### src/bhad_pkg.sv
// ----------------------------------------------------------------------------
// Button hold action dispatcher package
// Shared types, codes and default sizes for the dispatcher controller,
// datapath and top level.
// ----------------------------------------------------------------------------
package bhad_pkg;

  localparam int NUM_RULES_DEF      = 8;
  localparam int NUM_KEYS_DEF       = 256;
  localparam int THRESHOLD_BITS_DEF = 16;

  localparam int ACTION_W     = 2;
  localparam int KEY_ID_W     = 8;
  localparam int RULE_INDEX_W = 3;
  localparam int CAUSE_W      = 2;
  localparam int CFG_INDEX_W  = 3;
  localparam int S_TDATA_W    = 16;
  localparam int M_TDATA_W    = 8;
  localparam int TIME_W       = 32;

  typedef enum logic [1:0] {
    ACT_TICK    = 2'd0,
    ACT_PRESS   = 2'd1,
    ACT_RELEASE = 2'd2,
    ACT_NONE    = 2'd3
  } action_t;

  typedef enum logic [1:0] {
    KIND_PRESS   = 2'd0,
    KIND_RELEASE = 2'd1,
    KIND_TIMED   = 2'd2,
    KIND_FIRE    = 2'd3
  } kind_t;

  typedef enum logic [1:0] {
    CAUSE_PRESS   = 2'd0,
    CAUSE_TIMED   = 2'd1,
    CAUSE_RELEASE = 2'd2,
    CAUSE_FIRE    = 2'd3
  } cause_t;

  typedef enum logic [1:0] {
    ST_IDLE = 2'd0,
    ST_PREP = 2'd1,
    ST_SCAN = 2'd2,
    ST_EMIT = 2'd3
  } state_t;

  typedef struct packed {
    logic load;
    logic prep;
    logic scan;
    logic emit;
  } ctrl_cmd_t;

  typedef struct packed {
    logic scan_last;
    logic pend_any;
    logic out_free;
  } dp_status_t;

endpackage

### src/bhad_ctrl.sv
// ----------------------------------------------------------------------------
// Button hold action dispatcher controller
// Sequences one request through capture, preparation, the rule scan and
// the delivery of its results.
// ----------------------------------------------------------------------------
module bhad_ctrl (
  input  logic                clk,
  input  logic                rst,
  input  logic                s_tvalid,
  output logic                s_tready,
  input  bhad_pkg::dp_status_t status,
  output bhad_pkg::ctrl_cmd_t  cmd
);

  bhad_pkg::state_t state;
  bhad_pkg::state_t state_next;

  always_ff @(posedge clk) begin
    if (rst) begin
      state <= bhad_pkg::ST_IDLE;
    end else begin
      state <= state_next;
    end
  end

  always_comb begin
    state_next = state;
    case (state)
      bhad_pkg::ST_IDLE: begin
        if (s_tvalid) begin
          state_next = bhad_pkg::ST_PREP;
        end
      end
      bhad_pkg::ST_PREP: begin
        state_next = bhad_pkg::ST_SCAN;
      end
      bhad_pkg::ST_SCAN: begin
        if (status.scan_last) begin
          state_next = bhad_pkg::ST_EMIT;
        end
      end
      bhad_pkg::ST_EMIT: begin
        if (!status.pend_any) begin
          state_next = bhad_pkg::ST_IDLE;
        end
      end
      default: begin
        state_next = bhad_pkg::ST_IDLE;
      end
    endcase
  end

  always_comb begin
    s_tready = 1'b0;
    cmd      = '0;
    case (state)
      bhad_pkg::ST_IDLE: begin
        s_tready = 1'b1;
        cmd.load = s_tvalid;
      end
      bhad_pkg::ST_PREP: begin
        cmd.prep = 1'b1;
      end
      bhad_pkg::ST_SCAN: begin
        cmd.scan = 1'b1;
      end
      bhad_pkg::ST_EMIT: begin
        cmd.emit = status.pend_any & status.out_free;
      end
      default: begin
        cmd = '0;
      end
    endcase
  end

endmodule

### config.mk
export PLATFORM = sky130hd
export DESIGN_NAME = bhad_ctrl
export DESIGN_NICKNAME = d
export VERILOG_FILES = /design/src/bhad_pkg.sv /design/src/bhad_ctrl.sv
export SDC_FILE = /design/constraint.sdc
export NUM_CORES = 1
export LEC_CHECK = 0
export ABC_AREA = 1
export BUFFER_PORTS_ARGS = -buffer_cell sky130_fd_sc_hd__buf_2
export CAP_MARGIN = 20
export CORE_AREA = 2 2 39 41
export DETAILED_ROUTE_END_ITERATION = 16
export DIE_AREA = 0 0 41 43
export GPL_TIMING_DRIVEN = 0
export SYNTH_ARGS = -nofsm -noshare
export SYNTH_HDL_FRONTEND = slang
export SYNTH_SLANG_ARGS = --single-unit
export TNS_END_PERCENT = 100
### constraint.sdc
create_clock -name clk -period 2.1 [get_ports clk]
set_clock_uncertainty 0.1 [all_clocks]
set_input_delay 0.105 -clock clk [delete_from_list [all_inputs] [get_ports clk]]
set_output_delay 0.105 -clock clk [all_outputs]
set_load 0.03 [all_outputs]
==> results.toml <==
[critical_path]
arrival_ps = 1160
crit_required_ps = 1890
start_kind = "register"
critPathKind = "register to primary output"
crit_path_end_kind = "primary output"
critPathMaxFanout = 4

[finish]
diodes = 0
top_regs = "state: 2 flops"
nets = 54
top_register = "state"
drive_gt1_share_pct = 40.48
areaGrowthSynthToFinish_pct = 47.74
num-fill-cells = 168
utilization_pct = 20.71
largest_reg_flops = 2
layout_common_cells = "10 x buf_2, 9 x inv_1, 5 x nand2_1"
layout_commonest_cell = "buf_2"

[placement]
pre_cts_ws_ps = 909.6
port-buffer-count = 10
routabilityCongestion = 0.5544
place.detailed.hpwl_um = 296.5

[floorplan]
fp.dieW_um = 41
initial_core_util_pct = 14.01
die_height_um = 43
coreArea_um2 = 1384
rows = 14
die_area_um2 = 1763
io_pins = 11

[synthesis]
synth-warning-count = 0
ys_seq_area_share_pct = 20.65
syn-mean-instance-area_um2 = 6.687
synth_seq_cells = 2
postSynthCellCount = 29
synth_nets = 39
synth_area_um2 = 193.9
yosysUniqueCellTypes = 9

[clock_network]
clk_latency_ps = 230
clkTransAtPathRegs_ps = 30
cts_resized = 0
cts_root_buf = "clkbuf_4"
cts_buffers = 3
cts_setup_buffers = 0
h-tree-depth = 1
cts_buffer_depth = 2
cts.sinks = 2
cts_tree = "done"
hold_buffers = 0

[power]
ir_drop_mv = 0.3577
power.leakage_nw = 0.1890
total_power_uw = 458.9
p_per_area_nw_per_um2 = 1602

[global_routing]
gr-total-overflow = 0
antenna_found_initial = 0
grt_pass1_wl_um = 558
grt_use_total_pct = 5.706
grt_max_degree = 5
grt_pass1_vias = 152

[run_status]
status = "finished clean"

[drt]
wl_met3_um = 47
via_count = 195
routedWlPerCell_um = 6.379
ant_nets = 0
vias_per_cell = 3.362
drt_iter0_markers = 3
firstDrtPassIters = 2
drc_errors = 0
routed.top_layer = "met3"
routed_wl_um = 370
wl_met1_um = 168
wl_met2_um = 154

[sta]
rsz0062_at_grt = "false"
hold_viol = 0
fin_crit_ps = 1366
setup_viol = 0
fmax_mhz = 732.3
min_period_over_period_pct = 65.03
finalWorstSetupSlack_ps = 734.5
maxSlewViolCount = 0
maxSlewHeadroom_pct = 90.31
fin_tns_setup_ps = 0
tightest_slew_ps = 145.4

[hold_path]
hp-class = "input pin to register"

[run]
maxCapViolCount = 0
cell type report:
cell class	count	area (um^2)	area share, %
inverters	9	33.78	11.79
clock buffers	3	22.52	7.860
well taps	16	20.02	6.987
repair buffers	10	50.05	17.47
multi-input cells	18	120.1	41.92
flip-flops and latches	2	40.04	13.97
metrics by stage:
stage,instance area (um^2),hold WS (ps),cells
final,286.5,32.06,58
after global routing,286.5,36.30,58
after CTS,286.5,25.03,58
after detailed placement,264.0,268.8,55
after global placement,264.0,267.7,55
after floorplan,193.9,161.1,29
routing by layer:
layer	vias up	global-route usage, %
li1	111	-
met1	74	5.414
met2	10	5.938
met3	0	4.712
met4	0	8.000
met5	-	0
worst max-delay path, cell delays in order, from the launching register on:
cell and delay (ps):
dfxtp_1 340, inv_1 80, ha_1 250, nand2_1 70, inv_1 30, buf_2 160
synth_stat cells:
| cell | instances | share of area (%) |
|---|---|---|
| inv_1 | 9 | 17 |
| nor2_1 | 3 | 5.8 |
| nand2_1 | 5 | 9.7 |
| nand3_2 | 1 | 5.2 |
| dfxtp_1 | 2 | 21 |
| ha_1 | 4 | 26 |
| nand4_1 | 1 | 3.2 |
| a21oi_1 | 1 | 2.6 |
| nand2_2 | 3 | 9.7 |
power breakdown:
group	total, mW	switching, mW	internal [mW]	leakage [nW]
Sequential	0.0720	0.0137	0.0584	0.0166
Clock	0.0863	0.0231	0.0632	0.0138
Combinational	0.301	0.202	0.0984	0.159
logic make-up after synthesis:
kind of cell               count (synthesis)  share of synthesized area [%]
and+or+nand+nor                           13                          33.55
DFF                                        2                          20.65
AOI/OAI and AO/OA                          1                          2.578
buffers and inverters                      9                          17.42
adders and majority gates                  4                          25.81
path summary, 6_finish.rpt:
path | slack, ps | endpoint | startpoint | cells past startpoint
hold reg to reg | 440 | state[0]$_SDFFE_PP0P_ | state[0]$_SDFFE_PP0P_ | 2
hold / removal | 30 | state[1]$_SDFFE_PP0P_ | rst | 4
setup / recovery | 730 | cmd[3] | state[0]$_SDFFE_PP0P_ | 5
setup reg to reg | 920 | state[1]$_SDFFE_PP0P_ | state[0]$_SDFFE_PP0P_ | 7
(Power assumes the default switching activity.)
